[src/rtl/core/mes_pkg.sv]
// Shared types and constants for the Mandelbrot escape-time shader.
package mes_pkg;

	localparam int COORD_WIDTH_DEF = 32;
	localparam int FRAC_BITS_DEF   = 28;
	localparam int COUNT_WIDTH_DEF = 16;

	localparam int IN_W     = 31;  // c_real / c_imag width on the ports
	localparam int CFG_W    = 16;  // max_iterations register width
	localparam int OCOUNT_W = 16;  // escape_count width on the port
	localparam int SHADE_W  = 8;
	localparam int SQ_W     = 18;  // (2s+1)^2 for s up to 255

	localparam logic [CFG_W-1:0] MAX_ITER_RESET = 16'd500;
	localparam logic [SQ_W-1:0]  SHADE_SCALE    = 18'd260100;  // 510^2

	typedef struct packed {
		logic               done;
		logic [SHADE_W-1:0] value;
	} shade_res_t;

endpackage

[src/rtl/core/mandelbrot_escape_shade_top.sv]
// Top level: escape-time iteration of one point with brightness shade.
//
//  channel  | handshake              | payload
//  ---------+------------------------+-------------------------------------
//  in       | in_valid / in_stall    | c_real, c_imag (signed Q3.28, 31 b)
//  out      | out_valid / out_stall  | escape_count, escaped, shade
//  cfg      | cfg_wen                | cfg_wdata (max_iterations)
//
//  One word in, one word out. An iteration steps through ST_SQR, ST_SQI,
//  ST_CRS and ST_UPD on the shared multiplier (z_r^2, z_i^2, z_r*z_i, then
//  update); an escape then runs the shade search (eight bitwise steps plus
//  a tie check).
//  in_stall is high from acceptance until the result is in the output
//  register; a waiting result does not block the next word.
//  arst_n clears control and sets max_iterations to 500.
module mandelbrot_escape_shade_top #(
	parameter int COORD_WIDTH = mes_pkg::COORD_WIDTH_DEF,
	parameter int FRAC_BITS   = mes_pkg::FRAC_BITS_DEF,
	parameter int COUNT_WIDTH = mes_pkg::COUNT_WIDTH_DEF
) (
	input  logic                                clk,
	input  logic                                arst_n,
	input  logic                                cfg_wen,
	input  logic [mes_pkg::CFG_W-1:0]           cfg_wdata,
	input  logic                                in_valid,
	output logic                                in_stall,
	input  logic signed [mes_pkg::IN_W-1:0]     c_real,
	input  logic signed [mes_pkg::IN_W-1:0]     c_imag,
	output logic                                out_valid,
	input  logic                                out_stall,
	output logic [mes_pkg::OCOUNT_W-1:0]        escape_count,
	output logic                                escaped,
	output logic [mes_pkg::SHADE_W-1:0]         shade
);

	// working width: holds 2*z_r*z_i and any sum of two coordinates
	localparam int WW = 2*COORD_WIDTH + 2;
	// escape compare width: wide enough for the limit 4.0 (2.0 squared) at any FRAC_BITS
	localparam int EW = (WW > 2*FRAC_BITS + 4) ? WW : 2*FRAC_BITS + 4;

	localparam logic signed [WW-1:0] C_MAX_W =
		{{(WW-COORD_WIDTH+1){1'b0}}, {(COORD_WIDTH-1){1'b1}}};
	localparam logic signed [WW-1:0] C_MIN_W =
		{{(WW-COORD_WIDTH+1){1'b1}}, {(COORD_WIDTH-1){1'b0}}};
	localparam logic [EW-1:0] ESC_LIM = {{(EW-1){1'b0}}, 1'b1} << (2*FRAC_BITS + 2);

	// sequencer codes
	localparam logic [2:0] ST_IDLE = 3'd0;
	localparam logic [2:0] ST_SQR  = 3'd1;  // limit check, issue z_r*z_r
	localparam logic [2:0] ST_SQI  = 3'd2;  // take z_r^2, issue z_i*z_i
	localparam logic [2:0] ST_CRS  = 3'd3;  // take z_i^2, issue z_r*z_i, magnitude test
	localparam logic [2:0] ST_UPD  = 3'd4;  // escape or new z
	localparam logic [2:0] ST_SHD  = 3'd5;  // wait on shade search
	localparam logic [2:0] ST_DONE = 3'd6;  // hand result to output register

	function automatic logic signed [COORD_WIDTH-1:0] sat_c(input logic signed [WW-1:0] x);
		logic signed [COORD_WIDTH-1:0] r;
		if (x > C_MAX_W)
			r = C_MAX_W[COORD_WIDTH-1:0];
		else if (x < C_MIN_W)
			r = C_MIN_W[COORD_WIDTH-1:0];
		else
			r = x[COORD_WIDTH-1:0];
		return r;
	endfunction

	logic [2:0]                        state_q;
	logic [mes_pkg::CFG_W-1:0]         max_iter_q;
	logic [COUNT_WIDTH-1:0]            limit;
	logic [COUNT_WIDTH-1:0]            cnt_q;
	logic signed [COORD_WIDTH-1:0]     cr_q, ci_q, zr_q, zi_q;
	logic signed [2*COORD_WIDTH-1:0]   sq_r_q, sq_i_q;
	logic                              esc_hit_q;
	logic                              esc_q;
	logic [mes_pkg::SHADE_W-1:0]       shade_r_q;

	logic signed [COORD_WIDTH-1:0]     mul_a, mul_b;
	logic signed [2*COORD_WIDTH-1:0]   mul_p;
	logic [EW-1:0]                     mag_sum;

	logic signed [WW-1:0]              re_w, im_w, re_sum, im_sum;
	logic signed [COORD_WIDTH-1:0]     re_s, im_s, zr_next, zi_next;

	logic                              shd_start;
	mes_pkg::shade_res_t               shd_res;

	logic                              accept;
	logic                              load_out;

	logic                              out_valid_q;
	logic [mes_pkg::OCOUNT_W-1:0]      escape_count_q;
	logic                              escaped_q;
	logic [mes_pkg::SHADE_W-1:0]       shade_q;

	assign limit    = COUNT_WIDTH'(max_iter_q);
	assign in_stall = (state_q != ST_IDLE);
	assign accept   = in_valid && !in_stall;
	assign load_out = (state_q == ST_DONE) && (!out_valid_q || !out_stall);

	// operand select for the shared multiplier
	always_comb begin
		case (state_q)
			ST_SQI:  begin mul_a = zi_q; mul_b = zi_q; end
			ST_CRS:  begin mul_a = zr_q; mul_b = zi_q; end
			default: begin mul_a = zr_q; mul_b = zr_q; end
		endcase
	end

	mes_mul #(
		.W (COORD_WIDTH)
	) u_mul (
		.clk (clk),
		.a   (mul_a),
		.b   (mul_b),
		.p   (mul_p)
	);

	// |z|^2 from z_r^2 (held) and z_i^2 (fresh product)
	assign mag_sum = EW'($unsigned(sq_r_q)) + EW'($unsigned(mul_p));

	// z update: products floored by FRAC_BITS, saturated, plus c, saturated
	assign re_w    = (WW'(sq_r_q) - WW'(sq_i_q)) >>> FRAC_BITS;
	assign im_w    = (WW'(mul_p) + WW'(mul_p)) >>> FRAC_BITS;
	assign re_s    = sat_c(re_w);
	assign im_s    = sat_c(im_w);
	assign re_sum  = WW'(re_s) + WW'(cr_q);
	assign im_sum  = WW'(im_s) + WW'(ci_q);
	assign zr_next = sat_c(re_sum);
	assign zi_next = sat_c(im_sum);

	assign shd_start = (state_q == ST_UPD) && esc_hit_q;

	mes_shade #(
		.COUNT_WIDTH (COUNT_WIDTH)
	) u_shade (
		.clk    (clk),
		.arst_n (arst_n),
		.start  (shd_start),
		.k      (cnt_q),
		.m      (limit),
		.res    (shd_res)
	);

	// datapath registers
	always_ff @(posedge clk) begin
		case (state_q)
			ST_IDLE: begin
				if (accept) begin
					cr_q <= sat_c(WW'(c_real));
					ci_q <= sat_c(WW'(c_imag));
					zr_q <= sat_c(WW'(c_real));
					zi_q <= sat_c(WW'(c_imag));
				end
			end
			ST_SQR: begin
				shade_r_q <= '0;
			end
			ST_SQI: begin
				sq_r_q <= mul_p;
			end
			ST_CRS: begin
				sq_i_q    <= mul_p;
				esc_hit_q <= (mag_sum > ESC_LIM);
			end
			ST_UPD: begin
				if (!esc_hit_q) begin
					zr_q <= zr_next;
					zi_q <= zi_next;
				end
			end
			ST_SHD: begin
				if (shd_res.done)
					shade_r_q <= shd_res.value;
			end
			default: ;
		endcase
	end

	// sequencer and config register
	always_ff @(posedge clk or negedge arst_n) begin
		if (!arst_n) begin
			state_q    <= ST_IDLE;
			cnt_q      <= '0;
			esc_q      <= 1'b0;
			max_iter_q <= mes_pkg::MAX_ITER_RESET;
		end else begin
			if (cfg_wen)
				max_iter_q <= cfg_wdata;
			case (state_q)
				ST_IDLE: begin
					if (accept) begin
						cnt_q   <= '0;
						esc_q   <= 1'b0;
						state_q <= ST_SQR;
					end
				end
				ST_SQR: begin
					if (cnt_q == limit)
						state_q <= ST_DONE;
					else
						state_q <= ST_SQI;
				end
				ST_SQI: state_q <= ST_CRS;
				ST_CRS: state_q <= ST_UPD;
				ST_UPD: begin
					if (esc_hit_q) begin
						esc_q   <= 1'b1;
						state_q <= ST_SHD;
					end else begin
						cnt_q   <= cnt_q + 1'b1;
						state_q <= ST_SQR;
					end
				end
				ST_SHD: begin
					if (shd_res.done)
						state_q <= ST_DONE;
				end
				ST_DONE: begin
					if (load_out)
						state_q <= ST_IDLE;
				end
				default: state_q <= ST_IDLE;
			endcase
		end
	end

	// output register: the result word waits here while the next point runs
	always_ff @(posedge clk or negedge arst_n) begin
		if (!arst_n) begin
			out_valid_q <= 1'b0;
		end else begin
			if (load_out)
				out_valid_q <= 1'b1;
			else if (!out_stall)
				out_valid_q <= 1'b0;
		end
	end

	always_ff @(posedge clk) begin
		if (load_out) begin
			escape_count_q <= mes_pkg::OCOUNT_W'(cnt_q);
			escaped_q      <= esc_q;
			shade_q        <= shade_r_q;
		end
	end

	assign out_valid    = out_valid_q;
	assign escape_count = escape_count_q;
	assign escaped      = escaped_q;
	assign shade        = shade_q;

endmodule

[src/rtl/core/mes_mul.sv]
// Shared signed multiplier with registered product.
module mes_mul #(
	parameter int W = mes_pkg::COORD_WIDTH_DEF
) (
	input  logic                  clk,
	input  logic signed [W-1:0]   a,
	input  logic signed [W-1:0]   b,
	output logic signed [2*W-1:0] p
);

	logic signed [2*W-1:0] p_q;

	always_ff @(posedge clk) begin
		p_q <= a * b;
	end

	assign p = p_q;

endmodule

[src/rtl/core/mes_shade.sv]
// Shade search: round(255*sqrt(k/m)) by bitwise search with exact compares.
module mes_shade #(
	parameter int COUNT_WIDTH = mes_pkg::COUNT_WIDTH_DEF
) (
	input  logic                    clk,
	input  logic                    arst_n,
	input  logic                    start,
	input  logic [COUNT_WIDTH-1:0]  k,
	input  logic [COUNT_WIDTH-1:0]  m,
	output mes_pkg::shade_res_t     res
);

	localparam int PW = mes_pkg::SQ_W + COUNT_WIDTH;

	localparam logic [1:0] SH_IDLE = 2'd0;
	localparam logic [1:0] SH_SQ   = 2'd1;
	localparam logic [1:0] SH_CMP  = 2'd2;

	logic [1:0]                    state_q;
	logic [2:0]                    bit_q;
	logic                          tie_q;
	logic                          done_q;
	logic [mes_pkg::SHADE_W-1:0]   res_q;
	logic [mes_pkg::SHADE_W-1:0]   trial;
	logic [mes_pkg::SHADE_W:0]     odd;
	logic [mes_pkg::SQ_W-1:0]      osq_q;
	logic [PW-1:0]                 rhs_q;
	logic [PW-1:0]                 lhs;
	logic [COUNT_WIDTH-1:0]        m_q;

	assign trial = res_q | (mes_pkg::SHADE_W'(1) << bit_q);
	// odd = 2*trial-1 during the search, 2*res+1 for the tie check
	assign odd   = tie_q ? {res_q, 1'b1} : ({trial, 1'b0} - 1'b1);
	assign lhs   = PW'(osq_q) * PW'(m_q);

	always_ff @(posedge clk) begin
		case (state_q)
			SH_IDLE: begin
				if (start) begin
					rhs_q <= PW'(mes_pkg::SHADE_SCALE) * PW'(k);
					m_q   <= m;
				end
			end
			SH_SQ: begin
				osq_q <= mes_pkg::SQ_W'(odd) * mes_pkg::SQ_W'(odd);
			end
			default: ;
		endcase
	end

	always_ff @(posedge clk or negedge arst_n) begin
		if (!arst_n) begin
			state_q <= SH_IDLE;
			bit_q   <= '0;
			tie_q   <= 1'b0;
			done_q  <= 1'b0;
			res_q   <= '0;
		end else begin
			done_q <= 1'b0;
			case (state_q)
				SH_IDLE: begin
					if (start) begin
						res_q   <= '0;
						bit_q   <= 3'd7;
						tie_q   <= 1'b0;
						state_q <= SH_SQ;
					end
				end
				SH_SQ: begin
					state_q <= SH_CMP;
				end
				SH_CMP: begin
					if (!tie_q) begin
						if (lhs < rhs_q)
							res_q <= trial;
						if (bit_q == 3'd0)
							tie_q <= 1'b1;
						else
							bit_q <= bit_q - 1'b1;
						state_q <= SH_SQ;
					end else begin
						// exact half: round to the even shade
						if ((res_q != '1) && (lhs == rhs_q) && res_q[0])
							res_q <= res_q + 1'b1;
						done_q  <= 1'b1;
						state_q <= SH_IDLE;
					end
				end
				default: state_q <= SH_IDLE;
			endcase
		end
	end

	assign res.done  = done_q;
	assign res.value = res_q;

endmodule

[config.mk]
export PLATFORM = sky130hd
export DESIGN_NAME = mandelbrot_escape_shade_top
export DESIGN_NICKNAME = d
export VERILOG_FILES = /design/src/rtl/core/mes_pkg.sv /design/src/rtl/core/mandelbrot_escape_shade_top.sv /design/src/rtl/core/mes_mul.sv /design/src/rtl/core/mes_shade.sv
export SDC_FILE = /design/constraint.sdc
export NUM_CORES = 2
export LEC_CHECK = 0
export BUFFER_PORTS_ARGS = -buffer_cell sky130_fd_sc_hd__clkbuf_2
export CORE_ASPECT_RATIO = 2
export CORE_UTILIZATION = 35
export DETAILED_ROUTE_END_ITERATION = 8
export PLACE_DENSITY = 0.61
export SLEW_MARGIN = 20
export SYNTH_ARGS = -nofsm -noshare
export SYNTH_HDL_FRONTEND = slang
export SYNTH_HIERARCHICAL = 1
export SYNTH_SLANG_ARGS = --single-unit
[constraint.sdc]
create_clock -name clk -period 13.9 [get_ports clk]
set_input_delay 0.695 -clock clk [delete_from_list [all_inputs] [get_ports clk]]
set_output_delay 0.695 -clock clk [all_outputs]
set_load 0.03 [all_outputs]
==> metrics.txt <==
status=complete, no violations; H-tree depth=2; Synth-to-Final Area Change=6.78%; crit-path most repeated cell=fa_1; vias per inst=~5.3; Rows=about 250; Cell variety after synth=approximately 110; Fin. Hold Viols=0; initial antenna violation count=39; Crit path arrival time=roughly 12000 ps; die extent in y=approximately 680 µm; Final setup viols=0; Skew-Pair Late Insertion Delay=slightly below 700 ps; Syn Std Cell Area=just under 80000 µm²; Mapped Cells=approximately 8400; vias in the first global route=approximately 67000; sequential area share after synthesis=16.6%; largest net degree at the start of global routing=96; Tmin final=roughly 11000 ps; FF-to-FF setup slack=approximately 2900 ps; Fmax=90.7 MHz; Slew Limit Headroom=a little under a quarter; Area contributors post-synth=fa_1, edfxtp_1, ha_1, inv_1, and2_1; Setup CP Type=reg2reg; clock sink count=roughly 470; clock root cell=clkbuf_16; RSZ-0062 raised after global routing=no; Reg-to-Reg Start=state_q[2]$_DFFE_PN0P_; Initial Utilization=between 30% and 40%; Overall Global Routing Usage=between 20% and 30%; num ports=110; Crit-path slowest cell=mux2_2; Synth area leader=fa_1; share of cells above drive strength 1=around 5.3%; CTS tree=done; postcts setup bufs=0; syn avg cell area=between 9 and 10 µm²; Yosys reg bits=469; DR pass1 iterations=5; port bufs=approximately 110; DR vias=60300; clock transition at the registers of the reported paths=around 70 ps; CTS Buf Count=46; Clock Path Buffers=3; GPL Wtd Cong=between 0.9 and 1; Setup crit start kind=flop; Async S/R FF share, synth=11.1%; CP endpoint kind=flop; Remaining Overflow, GRT=0; Reg-to-Reg End=u_mul/p[57]$_DFF_P_; Max Cap Viol=0; DRC violations left=0; Req. time, crit path=around 14000 ps; WL final=between 200000 and 300000 µm; Detail Route Antenna Nets=0; Worst Hold Class=in2async; crit path max fanout=95; worst-margin pin slew=1150 ps; count of hold-fix buffers inserted at cts=0; Die W=between 300 and 400 µm; post-route clock period utilization=roughly four fifths; Yosys top cell area share=34.9%; FILL cells=~23000; post-CTS sizing=0; DP HPWL=between 200000 and 250000 µm; fin. max-slew vios=0; Avg WL per Cell=between 20 and 25 µm; reg2reg path depth=29; first-pass GRT wire length=roughly 400000 µm; Most used DFF post-synth=edfxtp_1; Core Region=about 220000 µm²; setup tns final=0 ps; clk_skew=approximately 81 ps; Post-synth EDFFs=353; number of synthesis warnings=6; Initial DRC Count=around 3500; worst stage delay on the critical path=a little under 900 ps; die area=229000 µm²; nets=10400
[layer usage]
layer / part of all wire [%] / vias to the layer above / track usage, %
li1: - / 26400 / -
met1: 31 / 30800 / 21.9
met2: 55 / 2120 / 46.8
met3: 4.3 / 972 / 2.93
met4: 9.2 / 14 / 18.8
met5: 0.037 / - / 0
[layout make-up]
type	instances	area, µm²	share of cell area (%)
inverters	1628	6110	7.22
multi-input cells	5968	58700	69.4
clock buffers	64	1370	1.61
diodes	19	47.5	0.0561
repair buffers	202	1260	1.49
clock inverters	22	241	0.285
well taps	2976	3720	4.40
flip-flops and latches	469	13200	15.6
[critical path: cells and delay by family (launching register included)]
kind / cells / cell delay (ps)
and+or+nand+nor: 7 / 2040
xor gates and xnor gates: 1 / 170
muxes: 1 / 890
adders and majority gates: 9 / 4590
buffers and inverters: 7 / 930
DFF: 1 / 510
AOI/OAI and AO/OA: 4 / 1610
[registers in the layout, indices dropped and copies added, names as in the netlist, 8 cells and up]
signal and cells:
ci_q 32, shade 8, u_shade/m_q 16, cnt_q 16, cr_q 32, u_shade/osq_q 15
zr_q 32, sq_r_q 64, u_shade/res_q 8, shade_r_q 8, escape_count 16, sq_i_q 64
u_shade/rhs_q 32, limit 16, u_mul/p 64, zi_q 32
[cells in the mapped netlist (21+ instances only)]
cell and count:
fa_1 1382, nand3_1 97, o21ai_0 240, a31oi_1 26, mux2_2 85, nand4_1 74
a21oi_1 374, and3_1 28, or3_1 24, dfrtp_1 46, dfxtp_1 64, o21ai_1 59
ha_1 650, a21o_1 192, xor2_1 100, inv_1 1625, xnor2_1 179, o31ai_1 21
o211ai_1 28, nor4_1 22, nor3_1 61, nand2_1 945, nand2b_1 37, o21a_1 47
clkbuf_1 332, edfxtp_1 353, a211oi_1 27, nor2b_1 35, and2_1 629, nor2_1 277
o21bai_1 51
[logic make-up after synthesis]
kind of cell | count (synthesis) | synth area share [%]
other | 2 | 0.00947
and+or+nand+nor | 2289 | 14.1
AOI/OAI and AO/OA | 1241 | 9.99
xor gates and xnor gates | 280 | 3.12
buffers and inverters | 1989 | 9.49
DFF | 469 | 16.6
muxes | 99 | 1.39
adders and majority gates | 2045 | 45.3
[metrics by stage]
| step | utilization, % | hold slack [ps] | std cells | setup slack (ps) | instance area [µm²] |
|---|---|---|---|---|---|
| detailed placement | 36.9 | 406 | 11200 | 2970 | 83000 |
| floorplan | - | 399 | 8426 | 3480 | 79300 |
| global route | 37.7 | 189 | 11300 | 2660 | 84600 |
| CTS | 37.7 | 182 | 11300 | 3000 | 84600 |
| finish | 37.7 | 199 | 11300 | 2870 | 84700 |
| global placement | 36.9 | 409 | 11200 | 3080 | 83000 |
[cell usage in the layout (no fill, tap or decap), types with 13 or more instances in the layout]
cell	Yosys	final
xnor2_1	179	179
o21a_1	47	47
buf_4	5	91
nand2_1	945	943
o21ai_0	240	239
clkbuf_16	0	51
o21bai_1	51	51
nand4_1	74	74
o21ai_1	59	58
a21oi_1	374	372
inv_1	1625	1622
clkbuf_2	0	109
or3_1	24	24
maj3_1	13	13
nor3_1	61	59
a211oi_1	27	27
and3_1	28	28
a21o_1	192	192
nor2_1	277	274
nor2b_1	35	35
xor2_1	100	100
conb_1	2	14
o31ai_1	21	21
diode_2	0	19
fa_1	1382	1382
o31a_1	14	14
nand3_1	97	97
a31oi_1	26	26
edfxtp_1	353	353
mux2_2	85	85
nand2b_1	37	37
nor4_1	22	22
ha_1	650	650
dfrtp_1	46	46
dfxtp_1	64	64
o211ai_1	28	28
and2_1	629	629
[worst max-delay path by stage]
stage,slack [ps],start,to,cells past startpoint
6_report,2870,state_q[2]$_DFFE_PN0P_,u_mul/p[57]$_DFF_P_,29
2_1_floorplan,3480,state_q[1]$_DFFE_PN0P_,u_mul/p[63]$_DFF_P_,31
3_5_place_dp,2970,state_q[2]$_DFFE_PN0P_,u_mul/p[57]$_DFF_P_,29
4_1_cts,3000,state_q[2]$_DFFE_PN0P_,u_mul/p[57]$_DFF_P_,29
5_1_grt,2660,state_q[2]$_DFFE_PN0P_,u_mul/p[60]$_DFF_P_,29
3_3_place_gp,3080,state_q[2]$_DFFE_PN0P_,u_mul/p[57]$_DFF_P_,29
Power is left out: the tool's default activity adds up to more than one toggle a clock period on the data nets, which glitch-free logic cannot reach.
